File: config.mk
export PLATFORM = sky130hd
export DESIGN_NAME = sorted_table_insert_delete_flat
export DESIGN_NICKNAME = d
export VERILOG_FILES = /design/src/sv/stid_pkg.sv /design/src/sv/stid_if.sv /design/src/sv/stid_cell.sv /design/src/sv/sorted_table_insert_delete.sv /design/src/flat_wrapper.sv
export SDC_FILE = /design/constraint.sdc
export NUM_CORES = 2
export LEC_CHECK = 0
export ABC_AREA = 0
export BUFFER_PORTS_ARGS = -buffer_cell sky130_fd_sc_hd__clkbuf_2
export CORE_ASPECT_RATIO = 1.5
export CORE_UTILIZATION = 30
export CTS_BUF_LIST = sky130_fd_sc_hd__clkbuf_8
export DETAILED_ROUTE_END_ITERATION = 10
export GPL_TIMING_DRIVEN = 0
export RECOVER_POWER = 100
export SYNTH_ARGS = -nofsm -noshare
export SYNTH_HDL_FRONTEND = slang
export SYNTH_SLANG_ARGS = --single-unit
File: constraint.sdc
create_clock -name clk -period 4 [get_ports clk]
set_input_delay 0.2 -clock clk [delete_from_list [all_inputs] [get_ports clk]]
set_output_delay 0.2 -clock clk [all_outputs]
set_load 0.1 [all_outputs]
File: src/sv/stid_pkg.sv
// Shared types and constants for the sorted table insert/delete block.
// Used by the channel interfaces, the table cell and the top level.
// Depends on nothing.

package stid_pkg;

  localparam int VAL_W    = 32;
  localparam int STATUS_W = 2;
  localparam int ECOUNT_W = 5;

  // Operation codes carried in the mode field of an input item.
  localparam logic MODE_INSERT = 1'b0;
  localparam logic MODE_DELETE = 1'b1;

  // Status codes returned with every result item.
  localparam logic [STATUS_W-1:0] STAT_DONE      = 2'd0;
  localparam logic [STATUS_W-1:0] STAT_NOT_FOUND = 2'd1;
  localparam logic [STATUS_W-1:0] STAT_FULL      = 2'd2;

  typedef logic signed [VAL_W-1:0] stid_val_t;

  typedef enum logic {
    ST_IDLE,
    ST_APPLY
  } stid_state_t;

  // Command broadcast from the controller to every cell.
  typedef struct packed {
    logic      load;    // capture compare flags against key
    logic      is_del;  // operation is a delete
    logic      ins_go;  // commit an insert this cycle
    logic      del_go;  // commit a delete this cycle
    stid_val_t key;     // value being inserted or deleted
  } stid_cmd_t;

endpackage

File: src/sv/stid_if.sv
// Valid/ready channel interfaces for the sorted table block.
// stid_in_if carries operation items, stid_out_if carries result items.
// Depends on stid_pkg.

interface stid_in_if import stid_pkg::*; ();
  logic      valid;
  logic      ready;
  logic      mode;
  stid_val_t item_value;

  modport source (output valid, output mode, output item_value, input ready);
  modport sink   (input valid, input mode, input item_value, output ready);
endinterface

interface stid_out_if import stid_pkg::*; ();
  logic                valid;
  logic                ready;
  logic [STATUS_W-1:0] status;
  logic [ECOUNT_W-1:0] entry_count;
  stid_val_t           smallest_value;

  modport source (output valid, output status, output entry_count, output smallest_value,
                  input ready);
  modport sink   (input valid, input status, input entry_count, input smallest_value,
                  output ready);
endinterface

File: src/sv/stid_cell.sv
// One slot of the sorted table: holds a value and its compare flags.
// Trades values with its left and right neighbors on insert and delete.
// Depends on stid_pkg.

module stid_cell import stid_pkg::*; #(
  parameter int INDEX = 0,
  parameter int CW    = 5
) (
  input  logic          clk,
  input  stid_cmd_t     cmd,
  input  logic [CW-1:0] count,
  input  stid_val_t     left_val,
  input  logic          left_mv,
  input  stid_val_t     right_val,
  output stid_val_t     val_q,
  output stid_val_t     val_nxt,
  output logic          mv_q,
  output logic          hit_q
);

  stid_val_t val_r;
  logic      mv_r, mv_nxt;
  logic      hit_r, hit_nxt;
  logic      occ, at_cnt;

  assign occ    = CW'(INDEX) < count;
  assign at_cnt = CW'(INDEX) == count;

  // The move flag marks entries that lie past the operation point: greater than
  // the key for an insert, greater or equal for a delete.
  always_comb begin
    mv_nxt  = mv_r;
    hit_nxt = hit_r;
    if (cmd.load) begin
      mv_nxt  = occ && (cmd.is_del ? (val_r >= cmd.key) : (val_r > cmd.key));
      hit_nxt = occ && (val_r == cmd.key);
    end
  end

  always_comb begin
    val_nxt = val_r;
    if (cmd.ins_go) begin
      if (left_mv) begin
        val_nxt = left_val;
      end else if (mv_r || at_cnt) begin
        val_nxt = cmd.key;
      end
    end else if (cmd.del_go && mv_r) begin
      val_nxt = right_val;
    end
  end

  always_ff @(posedge clk) begin
    val_r <= val_nxt;
    mv_r  <= mv_nxt;
    hit_r <= hit_nxt;
  end

  assign val_q = val_r;
  assign mv_q  = mv_r;
  assign hit_q = hit_r;

endmodule

File: src/sv/sorted_table_insert_delete.sv
// Top level of the sorted table: controller, count register and cell chain.
// Depends on stid_pkg, stid_in_if / stid_out_if and stid_cell.
//
//   channel  direction  handshake               item contents
//   in_ch    in         valid/ready (sink)      mode, item_value
//   out_ch   out        valid/ready (source)    status, entry_count, smallest_value
//
// For each item, the accepting edge registers each cell's compare flags, and
// the shift step in ST_APPLY, once the output register is free, shifts the
// chain and loads the result; the flag register lies between the two.
// Reset clears the entry count and the handshake state; stored values need
// no clearing, so there is no start-up pass and the first item is taken at once.
// A result that is not taken holds the shift step until the output register
// frees up; the next item is still accepted while a result waits.

module sorted_table_insert_delete import stid_pkg::*; #(
  parameter int CAPACITY = 16
) (
  input logic        clk,
  input logic        rst_n,
  stid_in_if.sink    in_ch,
  stid_out_if.source out_ch
);

  localparam int CW = $clog2(CAPACITY + 1);

  stid_state_t state_r, state_nxt;
  logic        op_r;
  stid_val_t   key_r;
  logic [CW-1:0] count_r, count_nxt;

  logic                out_valid_r, out_valid_nxt;
  logic [STATUS_W-1:0] status_r, status_nxt;
  logic [ECOUNT_W-1:0] ecount_r;
  stid_val_t           smallest_r;

  logic      in_fire, out_free, apply_fire;
  logic      full, found, is_del;
  stid_cmd_t cmd;

  stid_val_t             cell_val [CAPACITY];
  stid_val_t             cell_nxt [CAPACITY];
  logic [CAPACITY-1:0]   cell_mv;
  logic [CAPACITY-1:0]   cell_hit;
  logic [CW+ECOUNT_W-1:0] count_ext;

  // Handshake and step control.
  assign in_fire  = in_ch.valid && in_ch.ready;
  assign out_free = !out_valid_r || out_ch.ready;

  always_comb begin
    state_nxt = state_r;
    case (state_r)
      ST_IDLE: begin
        if (in_fire) begin
          state_nxt = ST_APPLY;
        end
      end
      ST_APPLY: begin
        if (out_free) begin
          state_nxt = ST_IDLE;
        end
      end
      default: state_nxt = ST_IDLE;
    endcase
  end

  always_comb begin
    in_ch.ready = 1'b0;
    apply_fire  = 1'b0;
    case (state_r)
      ST_IDLE:  in_ch.ready = 1'b1;
      ST_APPLY: apply_fire  = out_free;
      default: begin
        in_ch.ready = 1'b0;
        apply_fire  = 1'b0;
      end
    endcase
  end

  // The table is full when every cell holds a value; a delete finds its value
  // when any occupied cell matched the key at compare time.
  assign full   = count_r == CW'(CAPACITY);
  assign found  = |cell_hit;
  assign is_del = op_r == MODE_DELETE;

  always_comb begin
    cmd.load   = in_fire;
    cmd.is_del = (state_r == ST_IDLE) ? (in_ch.mode == MODE_DELETE) : is_del;
    cmd.ins_go = apply_fire && !is_del && !full;
    cmd.del_go = apply_fire && is_del && found;
    cmd.key    = (state_r == ST_IDLE) ? in_ch.item_value : key_r;
  end

  always_comb begin
    count_nxt = count_r;
    if (cmd.ins_go) begin
      count_nxt = count_r + CW'(1);
    end else if (cmd.del_go) begin
      count_nxt = count_r - CW'(1);
    end
  end

  always_comb begin
    if (is_del) begin
      status_nxt = found ? STAT_DONE : STAT_NOT_FOUND;
    end else begin
      status_nxt = full ? STAT_FULL : STAT_DONE;
    end
  end

  always_comb begin
    out_valid_nxt = out_valid_r;
    if (apply_fire) begin
      out_valid_nxt = 1'b1;
    end else if (out_ch.ready) begin
      out_valid_nxt = 1'b0;
    end
  end

  // The entry count field keeps the low bits of the stored count.
  assign count_ext = {{ECOUNT_W{1'b0}}, count_nxt};

  // Cell chain. The first cell sees no left neighbor and the last cell keeps
  // its own value when its right neighbor would be read.
  for (genvar i = 0; i < CAPACITY; i++) begin : g_cell
    stid_val_t lv, rv;
    logic      lmv;
    if (i == 0) begin : g_first
      assign lv  = cell_val[i];
      assign lmv = 1'b0;
    end else begin : g_mid
      assign lv  = cell_val[i-1];
      assign lmv = cell_mv[i-1];
    end
    if (i == CAPACITY - 1) begin : g_last
      assign rv = cell_val[i];
    end else begin : g_inner
      assign rv = cell_val[i+1];
    end

    stid_cell #(
      .INDEX (i),
      .CW    (CW)
    ) u_cell (
      .clk       (clk),
      .cmd       (cmd),
      .count     (count_r),
      .left_val  (lv),
      .left_mv   (lmv),
      .right_val (rv),
      .val_q     (cell_val[i]),
      .val_nxt   (cell_nxt[i]),
      .mv_q      (cell_mv[i]),
      .hit_q     (cell_hit[i])
    );
  end

  always_ff @(posedge clk) begin
    if (!rst_n) begin
      state_r     <= ST_IDLE;
      count_r     <= '0;
      out_valid_r <= 1'b0;
    end else begin
      state_r     <= state_nxt;
      count_r     <= count_nxt;
      out_valid_r <= out_valid_nxt;
    end
  end

  always_ff @(posedge clk) begin
    if (in_fire) begin
      op_r  <= in_ch.mode;
      key_r <= in_ch.item_value;
    end
    if (apply_fire) begin
      status_r   <= status_nxt;
      ecount_r   <= count_ext[ECOUNT_W-1:0];
      smallest_r <= (count_nxt == '0) ? stid_val_t'(0) : cell_nxt[0];
    end
  end

  assign out_ch.valid          = out_valid_r;
  assign out_ch.status         = status_r;
  assign out_ch.entry_count    = ecount_r;
  assign out_ch.smallest_value = smallest_r;

`ifndef ASSERT_OFF
  a_count_bound: assert property (@(posedge clk) disable iff (!rst_n)
    count_r <= CW'(CAPACITY))
    else $error("entry count above capacity");

  a_count_only_on_apply: assert property (@(posedge clk) disable iff (!rst_n)
    !apply_fire |=> $stable(count_r))
    else $error("entry count changed outside the shift step");

  a_full_keeps_count: assert property (@(posedge clk) disable iff (!rst_n)
    (apply_fire && !is_del && full) |=> (count_r == $past(count_r)))
    else $error("refused insert changed the entry count");

  a_delete_drops_one: assert property (@(posedge clk) disable iff (!rst_n)
    (apply_fire && is_del && found) |=> (count_r == $past(count_r) - CW'(1)))
    else $error("successful delete did not remove one entry");

  a_result_loaded: assert property (@(posedge clk) disable iff (!rst_n)
    apply_fire |=> (out_valid_r && state_r == ST_IDLE))
    else $error("shift step did not load a result");
`endif

endmodule

File: src/flat_wrapper.sv
// flat-port wrapper written by rule: the top's interface ports become plain ports
module sorted_table_insert_delete_flat import stid_pkg::*;
#(
  parameter int CAPACITY = 16
)
  (clk, rst_n, in_ch_valid, in_ch_mode, in_ch_item_value, in_ch_ready, out_ch_valid, out_ch_status, out_ch_entry_count, out_ch_smallest_value, out_ch_ready);
  stid_in_if in_ch_i ();
  stid_out_if out_ch_i ();
  input logic clk;
  input logic rst_n;
  input wire logic [$bits(in_ch_i.valid)-1:0] in_ch_valid;
  input wire logic [$bits(in_ch_i.mode)-1:0] in_ch_mode;
  input wire logic [$bits(in_ch_i.item_value)-1:0] in_ch_item_value;
  output wire logic [$bits(in_ch_i.ready)-1:0] in_ch_ready;
  output wire logic [$bits(out_ch_i.valid)-1:0] out_ch_valid;
  output wire logic [$bits(out_ch_i.status)-1:0] out_ch_status;
  output wire logic [$bits(out_ch_i.entry_count)-1:0] out_ch_entry_count;
  output wire logic [$bits(out_ch_i.smallest_value)-1:0] out_ch_smallest_value;
  input wire logic [$bits(out_ch_i.ready)-1:0] out_ch_ready;
  assign in_ch_i.valid = in_ch_valid;
  assign in_ch_i.mode = in_ch_mode;
  assign in_ch_i.item_value = in_ch_item_value;
  assign in_ch_ready = in_ch_i.ready;
  assign out_ch_valid = out_ch_i.valid;
  assign out_ch_status = out_ch_i.status;
  assign out_ch_entry_count = out_ch_i.entry_count;
  assign out_ch_smallest_value = out_ch_i.smallest_value;
  assign out_ch_i.ready = out_ch_ready;
  sorted_table_insert_delete #(.CAPACITY(CAPACITY)) u_core (.clk(clk), .rst_n(rst_n), .in_ch(in_ch_i), .out_ch(out_ch_i));
endmodule
Word-level counts from Yosys, hierarchy flattened:

Cells that the tools add are included.

* register bits: 623
* word-level logic and storage cells: 350
* output and inout port bits: 41

* bitwise operators: 1
* eq/ne operators: 46
* magnitude comparators: 48
* add/subtract/negate cells: 2
* reduce and logical (&&, ||, !) cells: 106
* multiplexer cells: 91

Operators with widths (number)
* 32-bit 2-to-1 mux: 62
* 32-bit == test: 16
* 32-bit greater-or-equal comparator: 16
* 32-bit greater-than comparator: 16
* 1-bit logical AND: 52
* 3-bit inequality test, second input constant: 14
* 4-bit by 5-bit == test with 1-bit output, first input constant: 8
* 4-bit by 5-bit < comparator with 1-bit output, first input constant: 8
* 2-bit nonzero test: 16
* 2-bit AND reduction: 15
* 1-bit 2-to-1 mux: 24
* 3-bit by 5-bit == test with 1-bit output, first input constant: 4
* 3-bit by 5-bit < comparator with 1-bit output, first input constant: 4
* 1-bit logical OR: 17
* 16-bit OR reduction: 1
* 2-bit by 5-bit == test with 1-bit output, first input constant: 2
* 5-bit logical NOT: 2
* 1-bit by 5-bit < comparator with 1-bit output, first input constant: 2
* 2-bit by 5-bit < comparator with 1-bit output, first input constant: 2
* 5-bit 2-to-1 mux: 2
* 5-bit by 1-bit adder with 5-bit output, second input constant: 1
* 1-bit by 5-bit == test with 1-bit output, first input constant: 1
* 5-bit == test, second input constant: 1
* 5-bit by 1-bit subtractor with 5-bit output, second input constant: 1
* other kinds (4): 7

Logic depth before layout (Yosys ltp):

* word-level depth: 8
* depth in mapped cells: 12

Hierarchy:

From an unflattened synthesis, not the netlist that was laid out.

* cells, all modules: 6467
* area total of the unflattened synthesis: 51634.5 um^2

Modules (own cells, without submodules)
* sorted_table_insert_delete: instances 1, area an instance 3689.8 um^2, sequential area each 2302.2 um^2, cells an instance 236
* stid_cell at u_core.g_cell[2].u_cell: instances 1, area an instance 3198.1 um^2, sequential area each 700.7 um^2, cells an instance 410
* stid_cell at u_core.g_cell[5].u_cell: instances 1, area an instance 3141.8 um^2, sequential area each 700.7 um^2, cells an instance 409
* stid_cell at u_core.g_cell[10].u_cell: instances 1, area an instance 3064.2 um^2, sequential area each 700.7 um^2, cells an instance 411
* stid_cell at u_core.g_cell[14].u_cell: instances 1, area an instance 3052.9 um^2, sequential area each 700.7 um^2, cells an instance 411
* stid_cell at u_core.g_cell[11].u_cell: instances 1, area an instance 3049.2 um^2, sequential area each 700.7 um^2, cells an instance 409
* stid_cell at u_core.g_cell[12].u_cell: instances 1, area an instance 3030.4 um^2, sequential area each 700.7 um^2, cells an instance 411
* stid_cell at u_core.g_cell[9].u_cell: instances 1, area an instance 3012.9 um^2, sequential area each 700.7 um^2, cells an instance 410
* stid_cell at u_core.g_cell[1].u_cell: instances 1, area an instance 3007.9 um^2, sequential area each 700.7 um^2, cells an instance 408
* stid_cell at u_core.g_cell[7].u_cell: instances 1, area an instance 2967.8 um^2, sequential area each 700.7 um^2, cells an instance 367
* stid_cell at u_core.g_cell[13].u_cell: instances 1, area an instance 2957.8 um^2, sequential area each 700.7 um^2, cells an instance 367
* stid_cell at u_core.g_cell[8].u_cell: instances 1, area an instance 2937.8 um^2, sequential area each 700.7 um^2, cells an instance 370
* stid_cell at u_core.g_cell[15].u_cell: instances 1, area an instance 2929.1 um^2, sequential area each 700.7 um^2, cells an instance 369
* stid_cell at u_core.g_cell[0].u_cell: instances 1, area an instance 2914.0 um^2, sequential area each 700.7 um^2, cells an instance 368
* 3 more rows

Least setup slack after synthesis:

No wires, ideal clock.

* kind: register to register
* from: reg u_core.out_valid_r, in the netlist u_core.out_ch.valid
* to: reg u_core.g_cell[7].u_cell.val_r[0], enable pin
* required time: 3534 ps
* arrival time: 3807 ps
* setup slack: -273 ps
* stages on the path, launching flop included: 7
* cell sequence: dfxtp_1 nand2b_1 buf_4 nand3_2 clkbuf_1 clkbuf_1 o21ai_0

* longest elaborated chain between the ends: 8

RTL lines
* from (decl): line sorted_table_insert_delete.sv:32 `logic out_valid_r, out_valid_nxt;`
* from (signal assigned): line sorted_table_insert_delete.sv:167 `out_valid_r <= out_valid_nxt;`
* 1-bit logical NOT *: line sorted_table_insert_delete.sv:49 `assign out_free = !out_valid_r || out_ch.ready;`
* 1-bit logical OR *: line sorted_table_insert_delete.sv:49
* 1-bit 2-to-1 mux *: line sorted_table_insert_delete.sv:71 `case (state_r)`
* 1-bit logical AND (2 in series): line sorted_table_insert_delete.sv:91 `cmd.del_go = apply_fire && is_del && found;`
* 1-bit logical AND: line stid_cell.sv:48 `end else if (cmd.del_go && mv_r) begin`
* 2-bit nonzero test (no line)
* 2-bit AND reduction (no line) *
* to (signal assigned): line stid_cell.sv:54 `val_r <= val_nxt;`
* to (decl): line stid_cell.sv:21 `stid_val_t val_r;`

Mark *: on every way between the ends. The rest lies on a longest branch, timed or not.
A chain may end at the register's enable or synchronous reset.

==> qor.yml <==
outcome: "complete, but fails checks"
violations: "capacitance limit, slew limit"
core_area_sq_um: 135000
cp.arrival_ns: 4.60
fin_ws_ns: 0.0346
wirelength_mm: 179
fin_crit_ns: 3.97
antenna_left: 0
synth_cell_types: 62
cap_violations: 3
cts_max_path_buffers: 3
cp-start-kind: "flip-flop"
firstDrtPassIters: 6
max_freq_mhz: 252
final_core_util_pct: 35.5
antenna_found_initial: 14
die_h_um: 455
fin_crit_sh_pct: 99.1
grt_pass1_vias: 37800
post_drt_wl_per_cell_um: 27.1
muxShareOfSynthArea_pct: 1.98
place_congestion: 0.974
ys_ff_latch: 623
clock_skew_ns: 0.0833
yosys.area_share.adder_pct: 15.8
drv_slew: 62
cellPowerDensity_nw_per_um2: 424
synth_area_leaders: "edfxtp_1 43%, ha_1 16%, a21oi_1 7.7%"
clk_latency_ns: 0.89
root_buffer: "clkbuf_8"
netlist_area_sq_um: 41000
row_count: 165
cp_max_fo: 10
min_delay_path_depth: 2
grt.total_usage_pct: 25.2
routed_via_density: 5.79
area_growth_pct: 16.9
yosysTopAreaCell: "edfxtp_1"
cp.required_ns: 4.64
place_hpwl_mm: 140
drc: 0
ios: 78
io_buffers: 77
cts_tree: "yes"
synth_ff_type: "edfxtp_1"
final_cell_mix: "634 x a21oi_1, 584 x edfxtp_1, 567 x nand2_1, 565 x o21ai_0, 556 x nor2_1"
drive_gt1_share_pct: 7.67
cts.reportedPaths.clkPinSlew_ns: 0.07
syn_avg_cell_area_sq_um: 9.23
synth_edf_count: 584
grt_first_pass_wirelength_mm: 252
rr_worst_depth: 10
synth_fp_nets: 4997
hold_path.class: "input pin to flip-flop"
synth_compound_area_share_pct: 19.1
p_leak_nw: 19.1
dieWidth_um: 304
grt_max_degree: 31
irDropWorstVdd_uv: 285
final_common_cell: "a21oi_1"
async_flop_share_pct: 0
tightestPinTransition_ns: 2.99
relSlewSlack_pct: -99.6
yosys_warnings: 0
crit_type: "flip-flop to flip-flop"
start_util_pct: 30.3
cts-htree-levels: 3
seq_area_frac_synth_pct: 44.6
finalSetupViolations: 0
hold_viol: 0
drtIter0Drc: 3525
numCtsBuffers: 100
fin_nets: 5296
die-area_sq_um: 138000
grt-ovfl-total: 0
yosysTopAreaCellShare_pct: 42.7
synthCells: 4443
cts_num_sinks: 623
tns_ns: 0
vias: 38200
synth_top_family_by_area: "compound AO/OA/AOI/OAI gates"
power_w: 0.0204
place_ws_ns: -2.42
critPathCaptureType: "flip-flop"
synth-xor-area-share_pct: 0.107
yosys.area_share.simple_pct: 15.0
cell usage after synthesis, types with 3 or more instances:
cell type	count
nor3_1	43
or3_1	3
buf_1	12
buf_6	4
a211oi_1	33
nor4_1	21
ha_1	517
nand3_1	21
and3_1	3
nand2_1	567
mux2_2	8
nor2b_1	26
or4_1	4
a21o_1	67
mux2i_1	72
xnor2_1	4
clkbuf_1	224
o41ai_1	10
edfxtp_1	584
nand4_1	110
a21oi_1	634
dfxtp_1	39
o2bb2ai_1	4
and4_1	14
a221oi_1	14
inv_1	88
a221o_1	33
a21boi_0	3
nand2b_1	18
o21ai_0	580
and2_1	40
buf_2	22
nor2_1	557
a311oi_1	3
o21bai_1	4
o211ai_1	6
o31ai_1	4
o211a_1	3
a31oi_1	5
o32ai_1	9
registers in the layout, summed over array words and instances, names as in the netlist, 2 cells and up:
signal                        count
u_core.g_cell.u_cell.val_q      512
u_core.key_r                     32
u_core.out_ch.smallest_value     32
u_core.g_cell.u_cell.hit_q       16
u_core.g_cell.u_cell.mv_q        16
u_core.count_r                    5
u_core.out_ch.entry_count         5
u_core.out_ch.status              2
timing repair:
item	CTS	global route
hold buffers	37	0
endpoints found under the hold margin	77	0
cloned	1	0
setup buffers	8	8
pin swaps	3	1
setup endpoints to repair	582	53
resized for setup	48	28
metrics by stage:
step / cells / cell area [sq um] / hold WS (ns)
floorplan: 4443 / 41000 / 0.299
global placement: 6273 / 43600 / 0.398
detailed placement: 6346 / 45300 / 0.411
CTS: 6571 / 47900 / 0.0339
global route: 6581 / 48000 / 0.115
finish: 6587 / 48000 / 0.0948
routing by layer:
| metal | track usage [%] | vias to the layer above | wire length [um] |
|---|---|---|---|
| met5 | 0.445 | - | 103 |
| met4 | 24.5 | 4 | 19600 |
| met3 | 4.48 | 868 | 11600 |
| met2 | 43.6 | 2045 | 86600 |
| met1 | 25.5 | 18200 | 60700 |
| li1 | - | 17000 | - |
path summary, 6_finish.rpt:
kind / end / start / slack, ns
worst max-delay path: u_core.g_cell[6].u_cell.val_q[15]$_DFFE_PP_ / u_core.count_r[1]$_SDFF_PN0_ / 0.03
worst min-delay path: u_core.key_r[19]$_DFFE_PP_ / in_ch_item_value[19] / 0.09
worst max register to register: u_core.g_cell[6].u_cell.val_q[15]$_DFFE_PP_ / u_core.count_r[1]$_SDFF_PN0_ / 0.03
worst min register to register: u_core.g_cell[0].u_cell.val_q[7]$_DFF_P_ / u_core.g_cell[0].u_cell.val_q[7]$_DFF_P_ / 0.55
power by group:
part	leakage, nW	switching (W)	internal, W	total [W]
clock network	1.12	0.00305	0.00282	0.00587
registers	5.75	0.000577	0.00787	0.00844
logic	12.3	0.00405	0.00199	0.00604
total	19.1	0.00768	0.0127	0.0204
cell type report:
| class | count | area [sq um] |
|---|---|---|
| multi-input combinational | 3470 | 21800 |
| sequential | 623 | 18300 |
| clock buffer | 113 | 1560 |
| clock inverter | 73 | 459 |
| antenna | 8 | 20.0 |
| timing repair buffer | 203 | 2150 |
| inverter | 88 | 334 |
| tap | 1753 | 2190 |
| buffer | 256 | 1130 |
| fill | 13800 | 87300 |
cell families after synthesis:
| family | Yosys count |
|---|---|
| AOI/OAI and AO/OA | 1429 |
| xor gates and xnor gates | 5 |
| adders and majority gates | 517 |
| buffers and inverters | 351 |
| DFF | 623 |
| muxes | 80 |
| and+or+nand+nor | 1438 |
worst max-delay path, cell delays in order (launching register included):
cell and delay, ns:
dfxtp_1 0.44, inv_1 0.23, ha_1 0.44, nand4bb_1 0.26
nand3_2 0.32, buf_2 0.40, clkbuf_2 0.47, clkbuf_2 0.41
clkbuf_1 0.40, nand2_1 0.20, o21ai_0 0.15
No activity file was read; power rests on OpenSTA's default activity.
